--- src/sv/code_zone_cycle_profiler_macros.svh ---
// Assertion macros used by the profiler top level.
`ifndef CODE_ZONE_CYCLE_PROFILER_MACROS_SVH
`define CODE_ZONE_CYCLE_PROFILER_MACROS_SVH
// Implication checked on every clock edge outside reset.
`define CZP_ASSERT_IMPL(lbl, clk, rst_n, ante, cons, msg) \
    lbl: assert property (@(posedge clk) disable iff (!rst_n) (ante) |-> (cons)) \
        else $error(msg);
// Implication with the consequent checked in the cycle after the antecedent.
`define CZP_ASSERT_NEXT(lbl, clk, rst_n, ante, cons, msg) \
    lbl: assert property (@(posedge clk) disable iff (!rst_n) (ante) |=> (cons)) \
        else $error(msg);
`endif

--- src/sv/czp_pkg.sv ---
// Shared types and constants of the code zone cycle profiler.
`default_nettype none
package czp_pkg;
    localparam logic [2:0] OP_BEGIN = 3'd0;
    localparam logic [2:0] OP_END   = 3'd1;
    localparam logic [2:0] OP_READ  = 3'd2;
    localparam logic [2:0] OP_STATS = 3'd3;
    localparam logic [2:0] OP_CLEAR = 3'd4;
    localparam logic [31:0] ALL_ONES = 32'hFFFF_FFFF;

    // Per-zone record held by one cell.
    typedef struct packed {
        logic [31:0] key;
        logic [31:0] start;
        logic [31:0] count;
        logic [31:0] total;
        logic [31:0] min;
        logic [31:0] max;
        logic [31:0] avg;
        logic        active;
    } t_zone;

    // Command broadcast from the controller to the cells.
    typedef struct packed {
        logic        shift;   // rotate the whole chain by one cell
        logic        load;    // replace the head record
    } t_chain_ctl;
endpackage
`default_nettype wire

--- src/sv/czp_cell.sv ---
// One storage cell of the zone chain; takes the record of the cell after it in the ring on shift.
`default_nettype none
module czp_cell (
    input  wire logic                i_clk,
    input  wire czp_pkg::t_chain_ctl i_ctl,
    input  wire czp_pkg::t_zone      i_prev,
    input  wire logic                i_head,
    input  wire czp_pkg::t_zone      i_load,
    output czp_pkg::t_zone           o_zone
);
    czp_pkg::t_zone r_zone;
    czp_pkg::t_zone n_zone;

    always_comb begin
        n_zone = r_zone;
        if (i_ctl.shift) begin
            n_zone = i_prev;
        end else if (i_ctl.load && i_head) begin
            n_zone = i_load;
        end
    end

    always_ff @(posedge i_clk) begin
        r_zone <= n_zone;
    end

    assign o_zone = r_zone;
endmodule
`default_nettype wire

--- src/sv/czp_divider.sv ---
// Radix-2 restoring divider for the per-zone average, one quotient bit a cycle.
`default_nettype none
module czp_divider (
    input  wire logic        i_clk,
    input  wire logic        i_rst_n,
    input  wire logic        i_start,
    input  wire logic [31:0] i_num,
    input  wire logic [31:0] i_den,
    output logic             o_done,
    output logic [31:0]      o_quot
);
    logic [31:0] r_quot, n_quot;
    logic [32:0] r_rem, n_rem;
    logic [31:0] r_den, n_den;
    logic [5:0]  r_cnt, n_cnt;
    logic        r_busy, n_busy;
    logic        r_done, n_done;
    logic [32:0] w_try;

    always_comb begin
        n_quot = r_quot;
        n_rem  = r_rem;
        n_den  = r_den;
        n_cnt  = r_cnt;
        n_busy = r_busy;
        n_done = 1'b0;
        w_try  = {r_rem[31:0], r_quot[31]};
        if (i_start) begin
            n_quot = i_num;
            n_rem  = '0;
            n_den  = i_den;
            n_cnt  = 6'd32;
            n_busy = 1'b1;
        end else if (r_busy) begin
            if (w_try >= {1'b0, r_den}) begin
                n_rem  = w_try - {1'b0, r_den};
                n_quot = {r_quot[30:0], 1'b1};
            end else begin
                n_rem  = w_try;
                n_quot = {r_quot[30:0], 1'b0};
            end
            n_cnt = r_cnt - 6'd1;
            if (r_cnt == 6'd1) begin
                n_busy = 1'b0;
                n_done = 1'b1;
            end
        end
    end

    always_ff @(posedge i_clk) begin
        if (!i_rst_n) begin
            r_busy <= 1'b0;
            r_done <= 1'b0;
            r_cnt  <= '0;
        end else begin
            r_busy <= n_busy;
            r_done <= n_done;
            r_cnt  <= n_cnt;
        end
        r_quot <= n_quot;
        r_rem  <= n_rem;
        r_den  <= n_den;
    end

    assign o_done = r_done;
    assign o_quot = r_quot;
endmodule
`default_nettype wire

--- src/sv/code_zone_cycle_profiler.sv ---
// Top level of the code zone cycle profiler: controller, zone chain and divider.
//
//  Channel | Direction | Handshake            | Payload
//  s_axis  | in        | tvalid/tready        | tdata: operation, key, index, stamp
//  m_axis  | out       | tvalid/tready        | tdata: status and statistics
//  cfg     | in        | i_cfg_we (no wait)   | i_cfg_wdata: enabled
//
// The zones live in a ring of cells that rotates by one cell per cycle while
// the controller shifts it; the controller only ever looks at the head cell.
// Each operation rotates the ring until the wanted slot sits at the head, works
// on it there, then rotates on in the same direction until slot 0 is back at
// the head. An accepted end also waits there for the bit-serial divider.
// One item is worked on at a time; tready is high only while idle and no beat
// waits in the output register, so a new beat is taken only once the last
// result has left that register. Reset is synchronous, active low, and clears
// only control state and global counters; cells need no reset since slots
// beyond the used count are never read. A stalled output holds the block.
`default_nettype none
`include "code_zone_cycle_profiler_macros.svh"
module code_zone_cycle_profiler #(
    parameter int ZONE_SLOTS = 16
) (
    input  wire logic         i_clk,
    input  wire logic         i_rst_n,
    input  wire logic         i_cfg_we,
    input  wire logic         i_cfg_wdata,
    input  wire logic         s_axis_tvalid,
    output logic              s_axis_tready,
    // tdata from bit 0: operation[2:0], zone_key[34:3], zone_index[38:35],
    // cycle_stamp[70:39], zero fill to 72 bits.
    input  wire logic [71:0]  s_axis_tdata,
    output logic              m_axis_tvalid,
    input  wire logic         m_axis_tready,
    // tdata from bit 0: status[0], result_index[4:1], calls[36:5],
    // cycle_sum[68:37], shortest[100:69], longest[132:101],
    // mean[164:133], zone_active[165], zones_in_use[170:166],
    // sample_count[202:171], refusals[234:203], active_count[239:235].
    output logic [239:0]      m_axis_tdata
);
    localparam int CW = $clog2(ZONE_SLOTS + 1);

    typedef enum logic [5:0] {
        S_IDLE = 6'b000001,
        S_SCAN = 6'b000010,
        S_WORK = 6'b000100,
        S_DIV  = 6'b001000,
        S_BACK = 6'b010000,
        S_OUT  = 6'b100000
    } t_state;

    t_state r_state, n_state;
    logic r_en;
    logic [2:0]  r_op;
    logic [31:0] r_key, r_stamp;
    logic [3:0]  r_idx;
    logic [CW-1:0] r_pos, n_pos;       // slot number at the head
    logic [CW-1:0] r_used, n_used, r_act, n_act;
    logic [31:0] r_samp, n_samp, r_ref, n_ref;
    logic        r_found, n_found;
    logic [239:0] r_out, n_out;
    logic        r_ovld, n_ovld;
    logic        r_rej, n_rej;
    czp_pkg::t_zone w_load;
    czp_pkg::t_chain_ctl w_ctl;
    czp_pkg::t_zone w_zone [ZONE_SLOTS];
    czp_pkg::t_zone w_head;
    logic        w_div_start, w_div_done;
    logic [31:0] w_quot, w_el, w_tot, w_cnt;

    genvar g;
    generate
        for (g = 0; g < ZONE_SLOTS; g++) begin : g_cell
            czp_cell u_cell (
                .i_clk  (i_clk),
                .i_ctl  (w_ctl),
                .i_prev (w_zone[(g + 1) % ZONE_SLOTS]),
                .i_head (g == 0),
                .i_load (w_load),
                .o_zone (w_zone[g])
            );
        end
    endgenerate
    assign w_head = w_zone[0];

    // End arithmetic from the head record, taken while it sits still.
    assign w_el  = r_stamp - w_head.start;
    assign w_cnt = (w_head.count == czp_pkg::ALL_ONES) ? w_head.count : w_head.count + 32'd1;
    assign w_tot = w_head.total + w_el;

    czp_divider u_div (
        .i_clk   (i_clk),
        .i_rst_n (i_rst_n),
        .i_start (w_div_start),
        .i_num   (w_tot),
        .i_den   (w_cnt),
        .o_done  (w_div_done),
        .o_quot  (w_quot)
    );

    logic w_at_end;
    logic w_idx_ok;
    assign w_at_end = (r_pos == CW'(ZONE_SLOTS - 1));
    // The full index is compared so that no slot count truncates it.
    assign w_idx_ok = (32'(r_idx) < 32'(r_used));

    always_comb begin
        n_state = r_state;
        n_pos = r_pos;
        n_used = r_used; n_act = r_act; n_samp = r_samp; n_ref = r_ref;
        n_found = r_found;
        n_out = r_out; n_ovld = r_ovld; n_rej = r_rej;
        w_ctl = '0;
        w_load = w_head;
        w_div_start = 1'b0;
        if (r_ovld && m_axis_tready) n_ovld = 1'b0;
        unique case (r_state)
            S_IDLE: begin
                if (s_axis_tvalid && !r_ovld) begin
                    n_state = S_SCAN;
                    n_found = 1'b0;
                    n_pos = '0;
                end
            end
            S_SCAN: begin
                // Stop when the head holds the slot this operation needs.
                priority if (!r_en || r_op > czp_pkg::OP_CLEAR
                             || r_op == czp_pkg::OP_STATS || r_op == czp_pkg::OP_CLEAR) begin
                    n_state = S_WORK;
                end else if (r_op == czp_pkg::OP_BEGIN) begin
                    if (r_key == '0 || r_pos >= r_used) begin
                        n_state = S_WORK;
                    end else if (w_head.key == r_key) begin
                        n_found = 1'b1;
                        n_state = S_WORK;
                    end else begin
                        w_ctl.shift = 1'b1;
                        n_pos = r_pos + CW'(1);
                    end
                end else begin
                    if (!w_idx_ok || CW'(r_idx) == r_pos) begin
                        n_state = S_WORK;
                    end else begin
                        w_ctl.shift = 1'b1;
                        n_pos = r_pos + CW'(1);
                    end
                end
            end
            S_WORK: begin
                n_out = '0;
                n_rej = 1'b1;
                n_state = S_BACK;
                if (r_en) begin
                    unique case (r_op)
                        czp_pkg::OP_BEGIN: begin
                            if (r_key != '0) begin
                                if (!r_found && r_used >= CW'(ZONE_SLOTS)) begin
                                    n_ref = r_ref + 32'd1;
                                end else begin
                                    n_rej = 1'b0;
                                    if (!r_found) begin
                                        w_load.key = r_key;
                                        w_load.count = '0;
                                        w_load.total = '0;
                                        w_load.min = czp_pkg::ALL_ONES;
                                        w_load.max = '0;
                                        w_load.avg = '0;
                                        w_load.active = 1'b0;
                                        n_used = r_used + CW'(1);
                                    end
                                    w_load.start = r_stamp;
                                    if (r_found ? !w_head.active : 1'b1) begin
                                        w_load.active = 1'b1;
                                        n_act = r_act + CW'(1);
                                    end
                                    w_ctl.load = 1'b1;
                                    n_out[4:1] = 4'(r_pos);
                                end
                            end
                        end
                        czp_pkg::OP_END: begin
                            if (w_idx_ok && w_head.active) begin
                                n_rej = 1'b0;
                                w_div_start = 1'b1;
                                n_state = S_DIV;
                            end
                        end
                        czp_pkg::OP_READ: begin
                            if (w_idx_ok) begin
                                n_rej = 1'b0;
                                n_out[36:5] = w_head.count;
                                n_out[68:37] = w_head.total;
                                n_out[100:69] = w_head.min;
                                n_out[132:101] = w_head.max;
                                n_out[164:133] = w_head.avg;
                                n_out[165] = w_head.active;
                            end
                        end
                        czp_pkg::OP_STATS: begin
                            n_rej = 1'b0;
                            n_out[170:166] = 5'(r_used);
                            n_out[202:171] = r_samp;
                            n_out[234:203] = r_ref;
                            n_out[239:235] = 5'(r_act);
                        end
                        czp_pkg::OP_CLEAR: begin
                            n_rej = 1'b0;
                            n_used = '0; n_act = '0; n_samp = '0; n_ref = '0;
                        end
                        default: n_rej = 1'b1;
                    endcase
                end
            end
            S_DIV: begin
                if (w_div_done) begin
                    w_load.count = w_cnt;
                    w_load.total = w_tot;
                    if (w_el < w_head.min) w_load.min = w_el;
                    if (w_el > w_head.max) w_load.max = w_el;
                    w_load.avg = w_quot;
                    w_load.active = 1'b0;
                    w_ctl.load = 1'b1;
                    if (r_act != '0) n_act = r_act - CW'(1);
                    n_samp = r_samp + 32'd1;
                    n_state = S_BACK;
                end
            end
            S_BACK: begin
                // Rotate on until slot 0 is back at the head. A begin that scanned a full
                // table without a hit has already gone once around the ring.
                if (r_pos == '0 || r_pos == CW'(ZONE_SLOTS)) begin
                    n_state = S_OUT;
                end else begin
                    w_ctl.shift = 1'b1;
                    n_pos = w_at_end ? '0 : r_pos + CW'(1);
                end
            end
            S_OUT: begin
                if (!r_ovld) begin
                    n_out[0] = r_rej;
                    if (r_rej) n_out = 240'd1;
                    n_ovld = 1'b1;
                    n_state = S_IDLE;
                end
            end
            default: n_state = S_IDLE;
        endcase
    end

    always_ff @(posedge i_clk) begin
        if (!i_rst_n) begin
            r_state <= S_IDLE;
            r_en <= 1'b0;
            r_pos <= '0;
            r_used <= '0; r_act <= '0; r_samp <= '0; r_ref <= '0;
            r_ovld <= 1'b0;
        end else begin
            r_state <= n_state;
            if (i_cfg_we) r_en <= i_cfg_wdata;
            r_pos <= n_pos;
            r_used <= n_used; r_act <= n_act; r_samp <= n_samp; r_ref <= n_ref;
            r_ovld <= n_ovld;
        end
        r_found <= n_found;
        r_out <= n_out;
        r_rej <= n_rej;
        if (s_axis_tvalid && s_axis_tready) begin
            r_op <= s_axis_tdata[2:0];
            r_key <= s_axis_tdata[34:3];
            r_idx <= s_axis_tdata[38:35];
            r_stamp <= s_axis_tdata[70:39];
        end
    end

    assign s_axis_tready = (r_state == S_IDLE) && !r_ovld;
    assign m_axis_tvalid = r_ovld;
    assign m_axis_tdata = r_out;

    `CZP_ASSERT_IMPL(a_used_max, i_clk, i_rst_n, 1'b1, r_used <= CW'(ZONE_SLOTS), "used count too large")
    `CZP_ASSERT_IMPL(a_act_le_used, i_clk, i_rst_n, 1'b1, r_act <= r_used, "active above used")
    `CZP_ASSERT_NEXT(a_idle_home, i_clk, i_rst_n, s_axis_tvalid && s_axis_tready, r_state == S_SCAN && r_pos == '0, "chain not home on accept")
endmodule
`default_nettype wire

--- config.mk ---
export PLATFORM = sky130hd
export DESIGN_NAME = code_zone_cycle_profiler
export DESIGN_NICKNAME = d
export VERILOG_FILES = /design/src/sv/czp_pkg.sv /design/src/sv/czp_cell.sv /design/src/sv/czp_divider.sv /design/src/sv/code_zone_cycle_profiler.sv
export VERILOG_INCLUDE_DIRS = /design/src /design/src/sv
export SDC_FILE = /design/constraint.sdc
export NUM_CORES = 2
export LEC_CHECK = 0
export BUFFER_PORTS_ARGS = -buffer_cell sky130_fd_sc_hd__buf_2
export CORE_MARGIN = 2
export CORE_UTILIZATION = 55
export DETAILED_ROUTE_END_ITERATION = 6
export PLACE_DENSITY_LB_ADDON = 0.3
export SYNTH_ARGS = -nofsm -noshare
export SYNTH_HDL_FRONTEND = slang
export SYNTH_HIERARCHICAL = 1
export SYNTH_SLANG_ARGS = --single-unit
--- constraint.sdc ---
create_clock -name i_clk -period 9.44 [get_ports i_clk]
set_clock_uncertainty 0.05 [all_clocks]
set_input_delay 0.944 -clock i_clk [delete_from_list [all_inputs] [get_ports i_clk]]
set_output_delay 0.944 -clock i_clk [all_outputs]
set_load 0.005 [all_outputs]
# After elaboration in Yosys (flattened, before gate mapping)
# Cells that the tools add are included.
[totals]
wordCells = 384
reg_bits = 4104
[classes]
order_cmp = 7
muxes = 108
add_sub_neg = 11
n_reduce_logical = 52
bitwise_logic = 2
n_eq_ne = 53
[op_table]
columns = ["cell", "count"]
rows = [
  ["$mux 225", 6],
  ["$mux 161", 4],
  ["$mux 240", 2],
  ["$pmux 240 s2", 1],
  ["$mux 32", 12],
  ["$pmux 161 s2", 1],
  ["$mux 239", 1],
  ["$pmux 32 s2", 2],
  ["$mux 5", 20],
  ["$add 32x1->32 const B", 3],
  ["$mux 74", 1],
  ["$mux 6", 11],
  ["$mux 64", 1],
  ["$sub 32x32->32", 2],
  ["$pmux 6 s6", 1],
  ["$mux 1", 34],
  ["$ge 33x32->1", 1],
  ["$add 32x32->32", 1],
  ["$eq 32x32->1", 1],
  ["$eq 32x32->1 const B", 1],
  ["$gt 32x32->1", 1],
  ["$logic_not 32->1", 1],
  ["$lt 32x32->1", 1],
  ["$reduce_bool 32->1", 1],
  ["other kinds (51)", 123],
]

# Longest topological paths before layout
[depth]
word_depth = 10
mapped_depth = 28
ltp_nobuf = 28

# By module
# The synthesis kept the hierarchy.
[by_module_without_submodules]
columns = ["module", "area_per_inst_um2", "seq_area_each_um2", "instances", "cells_each"]
rows = [
  ["czp_cell", 10050.9, 6756.5, 16, 476],
  ["code_zone_cycle_profiler", 24438.4, 11140.7, 1, 2528],
  ["czp_divider", 6040.8, 2722.6, 1, 589],
]

# Least setup slack after synthesis
# OpenSTA, ideal clock, no wires.
[synth_timing]
path_type = "register -> register"
startpoint = "register r_pos[0]"
endpoint = "register g_cell[0].u_cell.r_zone (netlist bit g_cell[0].u_cell/o_zone[0]) (enable)"
path_buffers = 3
setup_time_ps = 585
stages_incl_launch_ff = 15
slack_ps = 1108
t_arrival_ps = 7697
cell_sequence = "dfxtp_1 inv_1 ha_1 nand2b_1 a21o_1 a21o_1 a21o_1 a2111o_1 mux2_2 o22ai_1 a31o_2 buf_6 buf_6 buf_6 a21o_1"
[synth_lines]
columns = ["item", "line_no", "rtl"]
rows = [
  ["from (decl)", "code_zone_cycle_profiler.sv:56", "logic [CW-1:0] r_pos, n_pos;"],
  ["from (signal assigned)", "code_zone_cycle_profiler.sv:259", "r_pos <= n_pos;"],
  ["to (signal assigned)", "czp_cell.sv:24", "r_zone <= n_zone;"],
  ["to (decl)", "czp_cell.sv:11", "czp_pkg::t_zone r_zone;"],
]

==> results.py <==
metrics = {
    "run_status": {
        "status": "completed",
    },
    "critical_path": {
        "crit_path_end": "g_cell[12].u_cell/o_zone[64]",
        "crit_type": "flop to flop",
        "r2r-end": "g_cell[12].u_cell/o_zone[64]",
        "worst-r2r-setup-slack_ps": 1860,
        "crit_start": "r_stamp[0]",
        "cp-start-kind": "flop",
        "worstRegToRegCells": 26,
        "cp_max_fo": 21,
        "worstPathArrival_ps": 8240,
        "required_ps": 10100,
        "r2r_start": "r_stamp[0]",
        "cp-end-kind": "flop",
    },
    "floorplanning": {
        "dieWidth_um": 594,
        "start_util_pct": 55.3,
        "ios": 320,
        "dieArea_sq_um": 353000,
        "row_count": 216,
        "die_h_um": 594,
        "core_sq_um": 346000,
    },
    "cts": {
        "cts_buffers": 422,
        "cts_buffer_depth": 4,
        "clock_latency_ps": 980,
        "cts.repair.resized": 0,
        "cts.sinks": 4104,
        "clk_pin_slew_ps": 70,
        "cts_root_buffer": "clkbuf_16",
        "cts-htree-levels": 5,
        "postCtsSetupBuffers": 0,
        "cts_tree": "done",
        "cts_hold_buf": 0,
    },
    "global_route": {
        "grt_max_degree": 193,
        "grt_pass1_vias": 97400,
        "grt_overflow_total": 0,
        "antenna_found_initial": 24,
        "grt_pass1_wl_um": 647000,
        "track_usage_pct": 24.1,
    },
    "logic_synthesis": {
        "ys_types": 98,
        "synth_area_leaders": "edfxtp_1 (62%), mux2_4 (17%), mux2_2 (8.5%), buf_6 (1.6%), dfxtp_1 (1.3%)",
        "synthFlopType": "edfxtp_1",
        "synth_top_cell_by_area": "edfxtp_1",
        "ys_warn_count": 6,
        "yosysSeqAreaShare_pct": 63.8,
        "synth_seq_cells": 4104,
        "synth-edff-count": 3977,
        "syn_area_per_cell_sq_um": 17.8,
        "synth_top_area_share_pct": 62.4,
        "synthArstFlopShare_pct": 0,
        "postSynthCellCount": 10700,
        "synthesis.area_sq_um": 191000,
    },
    "place": {
        "io_buffers": 318,
        "hpwlAfterDp_um": 234000,
        "gp_congestion": 0.866,
    },
    "route": {
        "final_antenna_net_count": 0,
        "drtIter0Drc": 9180,
        "wl_um": 437000,
        "drc": 0,
        "wire_per_inst_um": 27.1,
        "vias_per_cell": 6.00,
        "routed-via-count": 96500,
        "first_pass_iters": 6,
    },
    "timing": {
        "max_slew.worst_pin.slew_ps": 1320,
        "max_freq_ghz": 0.132,
        "setup_violations": 0,
        "max_slew_margin_pct": 12.0,
        "post-route-period-util_pct": 80.3,
        "period_minus_slack_ps": 7580,
        "slew_violations": 0,
        "finalSetupTns_ps": 0,
        "hold_viol": 0,
        "hold_slack_ps": 98.3,
        "grt_setup_unrepaired": "false",
    },
    "power_and_ir_drop": {
        "power_density_nw_per_um2": 183,
        "worst_ir_drop_vdd_v": 0.000159,
        "p_leak_nw": 74.3,
    },
    "layout": {
        "nFillCells": 24600,
        "multiInputGateArea_sq_um": 64600,
        "nets": 11400,
        "seqCellArea_sq_um": 122000,
        "drive_gt1_share_pct": 42.4,
        "area_growth_pct": 10.1,
    },
    "job": {
        "drv_cap": 0,
    },
    "worst_hold_path": {
        "hold_class": "primary input to flop",
    },
}
Yosys cell counts, types with 36 or more instances:
cell type / count
inv_1: 230
dfxtp_1: 127
o21ai_1: 39
buf_6: 278
nand4_1: 46
mux2_4: 2225
mux2_2: 1451
and2_1: 234
and3_1: 36
nor3_1: 38
o211ai_1: 42
o21ai_0: 85
xor2_1: 110
buf_2: 135
clkbuf_1: 105
mux2i_1: 52
xnor2_1: 93
a21o_1: 94
nor2_1: 196
a21oi_1: 146
nand2_1: 344
edfxtp_1: 3977
nand3_1: 117
ha_1: 178
registers in the layout, summed over array words and instances, names as in the netlist:
name                  count
r_rej                     1
r_idx                     4
r_op                      3
g_cell.u_cell/o_zone   3600
u_div/o_done              1
m_axis_tdata            240
r_ref                    32
r_state                   6
u_div/r_rem              32
r_found                   1
u_div/r_den              32
u_div/r_busy              1
r_act                     5
m_axis_tvalid             1
r_en                      1
r_key                    32
r_stamp                  32
u_div/r_cnt               6
r_samp                   32
u_div/o_quot             32
r_pos                     5
r_used                    5
how the worst min path moves through the flow:
stage / startpoint / endpoint / depth (start not counted)
6_report: s_axis_tdata[49] / r_stamp[10] / 1
5_1_grt: s_axis_tdata[51] / r_stamp[12] / 1
4_1_cts: s_axis_tdata[49] / r_stamp[10] / 1
3_5_place_dp: u_div/r_rem[25] / u_div/r_rem[25] / 2
3_3_place_gp: u_div/r_rem[5] / u_div/r_rem[5] / 2
2_1_floorplan: u_div/r_rem[1] / u_div/r_rem[1] / 2
per-stage QoR:
step | std cells | instance area (sq um) | util [%] | setup WS [ps] | power (mW)
floorplan | 10700 | 191000 | - | 1110 | 21.4
global placement | 15300 | 197000 | 56.8 | 1970 | 22.1
detailed placement | 15300 | 197000 | 56.8 | 2050 | 22.1
CTS | 16100 | 211000 | 60.8 | 1970 | 38.9
global route | 16100 | 211000 | 60.8 | 1520 | 39.7
finish | 16100 | 211000 | 60.8 | 1860 | 38.7
placed cells by master, fill, tap and decap left out, types with 17 or more instances in the layout:
| master | netlist | final |
|---|---|---|
| nor4_1 | 26 | 25 |
| o211ai_1 | 42 | 42 |
| clkinv_2 | 0 | 65 |
| o21ai_1 | 39 | 40 |
| o22ai_1 | 17 | 17 |
| clkinv_1 | 0 | 88 |
| inv_1 | 230 | 230 |
| buf_4 | 2 | 157 |
| and3_1 | 36 | 35 |
| mux2_1 | 26 | 26 |
| clkbuf_1 | 105 | 87 |
| xnor2_1 | 93 | 82 |
| xor2_1 | 110 | 107 |
| nor2_1 | 196 | 193 |
| dfxtp_1 | 127 | 126 |
| nor3_1 | 38 | 38 |
| nand3_1 | 117 | 116 |
| nand4_1 | 46 | 46 |
| mux2i_1 | 52 | 52 |
| nor2b_1 | 22 | 22 |
| buf_12 | 0 | 44 |
| mux2_4 | 2225 | 2225 |
| or3_1 | 25 | 23 |
| nand2b_1 | 21 | 21 |
| a21oi_1 | 146 | 145 |
| and2_1 | 234 | 234 |
| nand2_1 | 344 | 344 |
| ha_1 | 178 | 178 |
| clkbuf_16 | 0 | 435 |
| mux2_2 | 1451 | 1451 |
| a21o_1 | 94 | 78 |
| a211oi_1 | 24 | 24 |
| edfxtp_1 | 3977 | 3977 |
| o21ai_0 | 85 | 83 |
| bufinv_16 | 0 | 48 |
| buf_2 | 135 | 318 |
where the power goes:
part / internal (mW) / leakage, nW / switching [mW] / total (mW)
logic: 0.652 / 30.4 / 1.18 / 1.83
registers: 19.8 / 37.2 / 0.121 / 20.0
clock network: 9.82 / 6.74 / 7.04 / 16.9
total: 30.3 / 74.3 / 8.33 / 38.7
routing by layer:
metal	global-route usage, %	vias up	part of all wire [%]
met2	37.9	3064	46
li1	-	42100	-
met3	2.93	674	5.9
met5	0	-	0.0060
met4	8.27	4	3.5
met1	34.9	50600	44
final cells by class:
type / count / area share (%)
Antenna cell: 8 / 0.00950
Tap cell: 4578 / 2.72
Clock inverter: 232 / 1.15
Sequential cell: 4104 / 57.9
Multi-Input combinational cell: 5882 / 30.7
Timing Repair Buffer: 519 / 1.73
Clock buffer: 536 / 5.41
Inverter: 232 / 0.416
kinds of logic after synthesis:
| family | synth area share [%] |
|---|---|
| XOR/XNOR | 0.929 |
| AND/OR/NAND/NOR | 3.05 |
| AO/OA/AOI/OAI | 1.95 |
| adder cells (fa/ha/maj) | 1.20 |
| flip-flops | 63.8 |
| buffers and inverters | 2.69 |
| multiplexers | 26.4 |
| other | 0.00393 |
worst max-delay path, stage by stage, from the launching register on:
cell and delay (ps):
edfxtp_1 370, inv_1 90, ha_1 280, inv_1 90
fa_1 400, a21o_1 170, a21oi_1 270, o21ai_1 120
a21o_1 270, a31o_2 310, nor4b_1 190, buf_4 170
o21ai_0 260, nand2b_1 90, a21oi_1 180, xor2_1 320
inv_1 380, ha_1 410, nand4_1 140, nor2_1 200
nand4_1 250, nor3_1 510, nor2_1 100, a2111oi_2 530
buf_12 300, mux2_2 490, mux2_2 300
No activity file was read; power rests on OpenSTA's default activity.
